--- config.mk ---
export PLATFORM = sky130hd
export DESIGN_NAME = response_frame_deframer_crc16
export DESIGN_NICKNAME = d
export VERILOG_FILES = /design/src/hw/rtl/rfd_pkg.sv /design/src/hw/rtl/response_frame_deframer_crc16.sv
export SDC_FILE = /design/constraint.sdc
export NUM_CORES = 1
export LEC_CHECK = 0
export BUFFER_PORTS_ARGS = -buffer_cell sky130_fd_sc_hd__buf_2
export CAP_MARGIN = 20
export CORE_ASPECT_RATIO = 1.2
export CORE_MARGIN = 5
export CORE_UTILIZATION = 30
export DETAILED_ROUTE_END_ITERATION = 10
export GPL_TIMING_DRIVEN = 0
export PLACE_DENSITY = 0.45
export SLEW_MARGIN = 20
export SYNTH_ARGS = -nofsm -noshare
export SYNTH_HDL_FRONTEND = slang
export SYNTH_SLANG_ARGS = --single-unit
--- constraint.sdc ---
create_clock -name clk -period 18.1 [get_ports clk]
set_clock_uncertainty 0.05 [all_clocks]
set_input_delay 1.81 -clock clk [delete_from_list [all_inputs] [get_ports clk]]
set_output_delay 1.81 -clock clk [all_outputs]
set_load 0.01 [all_outputs]
--- src/hw/rtl/rfd_pkg.sv ---
// Package for the response frame deframer: result codes, the result record
// and the CRC-16/CCITT byte update. No dependencies.
`default_nettype none

package rfd_pkg;

  localparam logic [1:0] OK_BYTE = 2'd0;
  localparam logic [1:0] OK_ACCEPT = 2'd1;
  localparam logic [1:0] OK_DROP = 2'd2;

  localparam logic [2:0] ERR_NONE = 3'd0;
  localparam logic [2:0] ERR_OPCODE = 3'd1;
  localparam logic [2:0] ERR_TOO_LONG = 3'd2;
  localparam logic [2:0] ERR_CRC = 3'd3;
  localparam logic [2:0] ERR_TIMEOUT = 3'd4;

  localparam logic [2:0] REG_MARKER = 3'd0;
  localparam logic [2:0] REG_MAX_PAYLOAD = 3'd1;
  localparam logic [2:0] REG_TIMEOUT = 3'd2;
  localparam logic [2:0] REG_MAP_0 = 3'd3;
  localparam logic [2:0] REG_MAP_1 = 3'd4;
  localparam logic [2:0] REG_MAP_2 = 3'd5;
  localparam logic [2:0] REG_MAP_3 = 3'd6;

  localparam logic [15:0] CRC_INIT = 16'hFFFF;
  localparam logic [15:0] CRC_POLY = 16'h1021;

  typedef struct packed {
    logic [1:0]  out_kind;
    logic [7:0]  data_byte;
    logic [7:0]  opcode;
    logic [7:0]  frame_status;
    logic [15:0] frame_len;
    logic [2:0]  error_code;
  } res_t;

  function automatic logic [15:0] crc_byte(input logic [15:0] c_in, input logic [7:0] b);
    logic [15:0] c;
    c = c_in ^ {b, 8'h00};
    for (int i = 0; i < 8; i++) begin
      if (c[15]) begin
        c = {c[14:0], 1'b0} ^ CRC_POLY;
      end else begin
        c = {c[14:0], 1'b0};
      end
    end
    return c;
  endfunction

endpackage

`default_nettype wire

--- src/hw/rtl/response_frame_deframer_crc16.sv ---
// Response frame deframer with CRC-16/CCITT check, top level.
// Depends on rfd_pkg for result codes, the result record and the CRC update.
//
//   Channel   Handshake                 Payload
//   item      item_valid / item_stall   kind, rx_byte
//   result    result_valid / result_stall  out_kind .. error_code
//   config    cfg_valid / cfg_ready     cfg_index, cfg_data
//
// One item is taken per cycle while item stall is low; its result is registered.
// A two-entry output buffer (result register plus skid register) sets the rate.
// Item stall rises only when both entries hold results that have not been taken.
// Reset is synchronous and returns the block to hunting with reset register values.
// Configuration writes are always ready and take effect at once.
`default_nettype none

module response_frame_deframer_crc16 (
  input  wire logic               clk,
  input  wire logic               rst,
  input  wire logic               item_valid,
  output logic                    item_stall,
  input  wire logic               kind,
  input  wire logic [7:0]         rx_byte,
  output logic                    result_valid,
  input  wire logic               result_stall,
  output logic [1:0]              out_kind,
  output logic [7:0]              data_byte,
  output logic [7:0]              opcode,
  output logic [7:0]              frame_status,
  output logic [15:0]             frame_len,
  output logic [2:0]              error_code,
  input  wire logic               cfg_valid,
  output logic                    cfg_ready,
  input  wire logic [2:0]         cfg_index,
  input  wire logic [63:0]        cfg_data
);
  import rfd_pkg::*;

  localparam logic [2:0] PH_HUNT = 3'd0;
  localparam logic [2:0] PH_HEADER = 3'd1;
  localparam logic [2:0] PH_PAYLOAD = 3'd2;
  localparam logic [2:0] PH_CRC_LO = 3'd3;
  localparam logic [2:0] PH_CRC_HI = 3'd4;

  logic [7:0]   frame_marker;
  logic [15:0]  max_payload;
  logic [15:0]  timeout_ticks;
  logic [255:0] opcode_map;

  logic [2:0]  phase, phase_next;
  logic [2:0]  hdr_pos, hdr_pos_next;
  logic [7:0]  held_opcode, held_opcode_next;
  logic [7:0]  held_status, held_status_next;
  logic [15:0] held_length, held_length_next;
  logic [15:0] bytes_seen, bytes_seen_next;
  logic [15:0] running_crc, running_crc_next;
  logic [7:0]  crc_low_byte, crc_low_byte_next;
  logic [15:0] tick_count, tick_count_next;

  res_t result, skid;
  res_t new_res;
  logic new_valid;
  logic skid_full;
  logic accept;
  logic take;
  logic [15:0] crc_upd;
  logic [15:0] tick_inc;
  logic [15:0] length_full;
  logic [15:0] seen_inc;

  assign cfg_ready = 1'b1;
  assign item_stall = skid_full;
  assign accept = item_valid && !item_stall;
  assign take = result_valid && !result_stall;

  assign out_kind = result.out_kind;
  assign data_byte = result.data_byte;
  assign opcode = result.opcode;
  assign frame_status = result.frame_status;
  assign frame_len = result.frame_len;
  assign error_code = result.error_code;

  assign crc_upd = crc_byte(running_crc, rx_byte);
  assign tick_inc = (tick_count != 16'hFFFF) ? tick_count + 16'd1 : tick_count;
  assign length_full = {rx_byte, crc_low_byte};
  assign seen_inc = bytes_seen + 16'd1;

  always_ff @(posedge clk) begin
    if (rst) begin
      frame_marker <= 8'd0;
      max_payload <= 16'd256;
      timeout_ticks <= 16'd10000;
      opcode_map <= '0;
    end else if (cfg_valid && cfg_ready) begin
      unique case (cfg_index)
        REG_MARKER: frame_marker <= cfg_data[7:0];
        REG_MAX_PAYLOAD: max_payload <= cfg_data[15:0];
        REG_TIMEOUT: timeout_ticks <= cfg_data[15:0];
        REG_MAP_0: opcode_map[63:0] <= cfg_data;
        REG_MAP_1: opcode_map[127:64] <= cfg_data;
        REG_MAP_2: opcode_map[191:128] <= cfg_data;
        REG_MAP_3: opcode_map[255:192] <= cfg_data;
        default: ;
      endcase
    end
  end

  always_comb begin
    phase_next = phase;
    hdr_pos_next = hdr_pos;
    held_opcode_next = held_opcode;
    held_status_next = held_status;
    held_length_next = held_length;
    bytes_seen_next = bytes_seen;
    running_crc_next = running_crc;
    crc_low_byte_next = crc_low_byte;
    tick_count_next = tick_count;
    new_valid = 1'b0;
    new_res.out_kind = OK_DROP;
    new_res.data_byte = 8'd0;
    new_res.error_code = ERR_NONE;
    if (kind) begin
      if (phase != PH_HUNT) begin
        tick_count_next = tick_inc;
        if (tick_inc >= timeout_ticks) begin
          new_valid = 1'b1;
          new_res.error_code = ERR_TIMEOUT;
          phase_next = PH_HUNT;
          hdr_pos_next = 3'd0;
        end
      end
    end else begin
      unique case (phase)
        PH_HUNT: begin
          if (rx_byte == frame_marker) begin
            phase_next = PH_HEADER;
            hdr_pos_next = 3'd1;
            held_opcode_next = 8'd0;
            held_status_next = 8'd0;
            held_length_next = 16'd0;
            bytes_seen_next = 16'd0;
            crc_low_byte_next = 8'd0;
            tick_count_next = 16'd0;
            running_crc_next = crc_byte(CRC_INIT, rx_byte);
          end
        end
        PH_HEADER: begin
          running_crc_next = crc_upd;
          priority if (hdr_pos == 3'd1) begin
            held_opcode_next = rx_byte;
            hdr_pos_next = 3'd2;
          end else if (hdr_pos == 3'd2) begin
            held_status_next = rx_byte;
            hdr_pos_next = 3'd3;
          end else if (hdr_pos == 3'd3) begin
            crc_low_byte_next = rx_byte;
            hdr_pos_next = 3'd4;
          end else begin
            held_length_next = length_full;
            crc_low_byte_next = 8'd0;
            hdr_pos_next = 3'd0;
            bytes_seen_next = 16'd0;
            if (!opcode_map[held_opcode]) begin
              new_valid = 1'b1;
              new_res.error_code = ERR_OPCODE;
              phase_next = PH_HUNT;
            end else if (length_full > max_payload) begin
              new_valid = 1'b1;
              new_res.error_code = ERR_TOO_LONG;
              phase_next = PH_HUNT;
            end else begin
              phase_next = (length_full == 16'd0) ? PH_CRC_LO : PH_PAYLOAD;
            end
          end
        end
        PH_PAYLOAD: begin
          running_crc_next = crc_upd;
          bytes_seen_next = seen_inc;
          if (seen_inc >= held_length) begin
            phase_next = PH_CRC_LO;
          end
          new_valid = 1'b1;
          new_res.out_kind = OK_BYTE;
          new_res.data_byte = rx_byte;
        end
        PH_CRC_LO: begin
          crc_low_byte_next = rx_byte;
          phase_next = PH_CRC_HI;
        end
        default: begin
          new_valid = 1'b1;
          phase_next = PH_HUNT;
          hdr_pos_next = 3'd0;
          if ({rx_byte, crc_low_byte} == running_crc) begin
            new_res.out_kind = OK_ACCEPT;
          end else begin
            new_res.error_code = ERR_CRC;
          end
        end
      endcase
    end
    new_res.opcode = held_opcode_next;
    new_res.frame_status = held_status_next;
    new_res.frame_len = held_length_next;
  end

  always_ff @(posedge clk) begin
    if (rst) begin
      phase <= PH_HUNT;
      hdr_pos <= 3'd0;
      held_opcode <= 8'd0;
      held_status <= 8'd0;
      held_length <= 16'd0;
      bytes_seen <= 16'd0;
      running_crc <= CRC_INIT;
      crc_low_byte <= 8'd0;
      tick_count <= 16'd0;
    end else if (accept) begin
      phase <= phase_next;
      hdr_pos <= hdr_pos_next;
      held_opcode <= held_opcode_next;
      held_status <= held_status_next;
      held_length <= held_length_next;
      bytes_seen <= bytes_seen_next;
      running_crc <= running_crc_next;
      crc_low_byte <= crc_low_byte_next;
      tick_count <= tick_count_next;
    end
  end

  always_ff @(posedge clk) begin
    if (rst) begin
      result_valid <= 1'b0;
      skid_full <= 1'b0;
    end else if (skid_full) begin
      if (take) begin
        result <= skid;
        skid_full <= 1'b0;
      end
    end else if (accept && new_valid) begin
      if (!result_valid || take) begin
        result <= new_res;
        result_valid <= 1'b1;
      end else begin
        skid <= new_res;
        skid_full <= 1'b1;
      end
    end else if (take) begin
      result_valid <= 1'b0;
    end
  end

  a_skid_needs_result: assert property (@(posedge clk) disable iff (rst)
    skid_full |-> result_valid)
    else $error("skid register full while result register empty");

  a_hdr_pos_in_header: assert property (@(posedge clk) disable iff (rst)
    (hdr_pos != 3'd0) |-> (phase == PH_HEADER))
    else $error("header position set outside the header phase");

  a_tick_in_hunt: assert property (@(posedge clk) disable iff (rst)
    (accept && kind && phase == PH_HUNT) |=> (phase == PH_HUNT))
    else $error("tick while hunting left the hunt phase");

  a_byte_no_error: assert property (@(posedge clk) disable iff (rst)
    (result_valid && out_kind == OK_BYTE) |-> (error_code == ERR_NONE))
    else $error("payload byte item carries an error code");

endmodule

`default_nettype wire
==> key figures <==
Outcome
  • Outcome: complete, no violations

STA
  • Hold Vio Cnt, Final: 0
  • Fin Hold WS: 0.402 ns
  • Worst-Margin Slew: 1.04 ns
  • Tcrit/Tclk final: 31.9%
  • # setup viols final: 0
  • Fmax: 173 MHz
  • Min Clock Period, post-route: 5.78 ns
  • Worst slew margin: 30.6%
  • RSZ-0062 raised after global routing: false
  • Final setup margin: 12.32 ns
  • TNS Setup: 0 ns
  • Slew Viols, Final: 0

Setup path
  • Cell chain of the critical path: nand4_1, or4_1, or3_1, clkbuf_1, nand2b_1, nor2_1, xor2_1, ha_1, nand4_1, a211oi_1, a21boi_0, or2_2, o2111ai_2, nor3_2, buf_4, buf_4, buf_4, buf_4
  • Slowest cell on crit path: nor3_2
  • Crit Path Max Fanout: 11
  • Crit. path cell count: 18
  • Critical path startpoint category: register
  • CP required: 18.37 ns
  • R2R depth: 18
  • Setup CP Type: register to register
  • Crit. End Element: register
  • Worst path max stage delay: 0.66 ns
  • Cell repeated most along the worst path: buf_4
  • WP buf/inv: 5
  • Critical Path AT: 6.05 ns
  • Delay-heaviest family, CP: simple AND/OR/NAND/NOR gates

GRT
  • GR Util All Layers: 19.5%
  • Initial antenna violation count: 9
  • Gr ovfl total: 0
  • Number of global-route vias before repair: 19,100
  • Maximum number of pins on one net before global-route repair: 24
  • First-pass GRT wire length: 120,000 um

Cells and area
  • Register Area: 10,600 um2
  • Multi-input gate area: 11,000 um2
  • Register bank with the most flops: opcode_map
  • Non-filler cells, final: 3,793
  • Fin area: 26,400 um2
  • Commonest non-fill, non-tap cell in the layout: nand2_1
  • Layout cells sized above 1: 12.2%
  • Fillcell total: 7,683
  • Max reg flops: 256
  • Top flop regs: opcode_map (256), skid (45)
  • Area grow syn2layout: 17.3%
  • Most frequent cells in the layout: nand2_1 (671), dfxtp_1 (392), a21oi_1 (340)
  • NumNets Final: 2,864

Logic synthesis
  • Number of distinct library cells after synthesis: 65
  • Top post-synthesis cells by area: dfxtp_1 (35%), edfxtp_1 (12%), nand2_1 (11%)
  • Seq/Total Area, Yosys: 46.9%
  • Ys Warns: 0
  • Synthesized flop and latch total: 482
  • Cell taking the most area after synthesis: dfxtp_1
  • Number of synthesized flops with an enable pin: 90
  • Mapped cell area: 22,500 um2
  • Avg Cell Area, Syn: 8.84 um2
  • Main synth FF type: dfxtp_1
  • Synth top area share: 34.9%
  • Synth Instances: 2,546
  • Post-synthesis async set-or-reset flop share: 0%
  • Synthesized Nets: 2,677

Placement
  • Worst slack, placed: 12.31 ns
  • Cell Area, Placed: 24,500 um2
  • DP HPWL: 60,400 um
  • RD Place Congestion: 0.872
  • Port bufs: 122
  • Placed Cells: 3,684

Die
  • Chip Width: 260 um
  • Rows: 110
  • Die Ht: 310 um
  • Die footprint: 80,600 um2
  • Core area: 74,700 um2
  • Num ports: 129
  • Initial core utilization: 30.1%

Drt
  • ANT nets after route: 0
  • Drt first-iter violations: 1,481
  • Via count: 19,300
  • DR vias/cell: 5.08
  • Routed WL: 80,900 um
  • Routed length per placed instance: 21.3 um
  • DRC: 0
  • 1st-pass router iterations: 5

Flow run
  • Max-cap violations: 0

Clock network
  • Root Driver: clkbuf_16
  • Worst-path clk slew: 0.06 ns
  • Post-CTS sizing: 0
  • CTS Buf Count: 55
  • H-tree levels: 2
  • # clock sinks: 482
  • Cts-stage hold buffer count: 0
  • Worst-skew pair later-pin latency: 0.62 ns
  • CTS tree: built
  • Max clock buf depth: 3
  • Post-CTS Setup Bufs: 0

Min path
  • Worst min-delay path class: register to register
  • Worst Hold Depth: 2

Pwr
  • Max VDD drop: 0.0000685 V
  • Leak pwr: 9.23 nW
  • PwrDens: 93.4 nW/um2
-- Yosys cell counts, drive strengths merged (3+ instances only) --
master   number
buf          30
mux2         45
o21ai        35
nor3         44
o22ai         6
o31ai         5
a2111oi       8
or2           3
a22o         30
mux2i        41
nand3b       10
dfxtp       392
a21oi       341
inv          60
nand4        15
xor2         46
nand2       671
o211ai       28
xnor2        42
mux4         51
or3           9
o41ai         3
ha           50
a21o          9
a31oi         8
nand3        48
a22oi        17
nor2        125
o21a          5
clkbuf      147
nor3b         4
a211oi       27
clkinv        3
and2          6
and3         18
edfxtp       90
and4          5
nand2b       21
nor2b        16
or4           4
nor4         12
-- path summary, 6_finish.rpt --
check,startpoint,to,slack (ns)
max,tick_count[3]$_SDFFE_PP0P_,skid[30]$_DFFE_PP_,12.32
min,opcode_map[134]$_SDFFE_PP0P_,opcode_map[134]$_SDFFE_PP0P_,0.40
max reg2reg,tick_count[3]$_SDFFE_PP0P_,skid[30]$_DFFE_PP_,12.32
min reg2reg,opcode_map[134]$_SDFFE_PP0P_,opcode_map[134]$_SDFFE_PP0P_,0.40
-- tightest hold or removal path: stages (launching register included) --
cell and delay (ns):
dfxtp_1 0.30, nand2_1 0.05, a21oi_1 0.05
-- power breakdown --
| group | switching, mW | internal [mW] |
|---|---|---|
| sequential | 0.0106 | 1.11 |
| clock | 0.469 | 0.684 |
| combinational | 0.130 | 0.0601 |
-- routing by layer --
layer / global-route usage (%) / wire length [um]
met5: 0 / 34
met4: 7.26 / 3270
met3: 3.29 / 4070
met1: 22.7 / 32300
met2: 35.9 / 41300
-- final cells by class --
type / count / share of cell area [%]
clock inverter: 24 / 1.03
buffer: 177 / 2.91
antenna: 6 / 0.0569
sequential: 482 / 40.0
tap: 1008 / 4.78
multi-input combinational: 1824 / 41.6
inverter: 63 / 0.896
timing repair buffer: 130 / 2.71
clock buffer: 79 / 6.05
-- logic make-up after synthesis --
kind of cell,share of synthesized area [%]
xor+xnor,3.43
other cells,0.0167
mux,9.40
fa+ha+maj,2.78
buf+inv,4.47
compound gates,13.9
flops,46.9
simple gates,19.1
-- metrics by stage --
step	util, %	power [mW]
floorplan	-	1.25
global placement	32.6	1.33
detailed placement	32.8	1.33
CTS	35.3	2.49
global route	35.3	2.55
finish	35.3	2.46
Note: power is estimated with default switching activity, not from simulation.
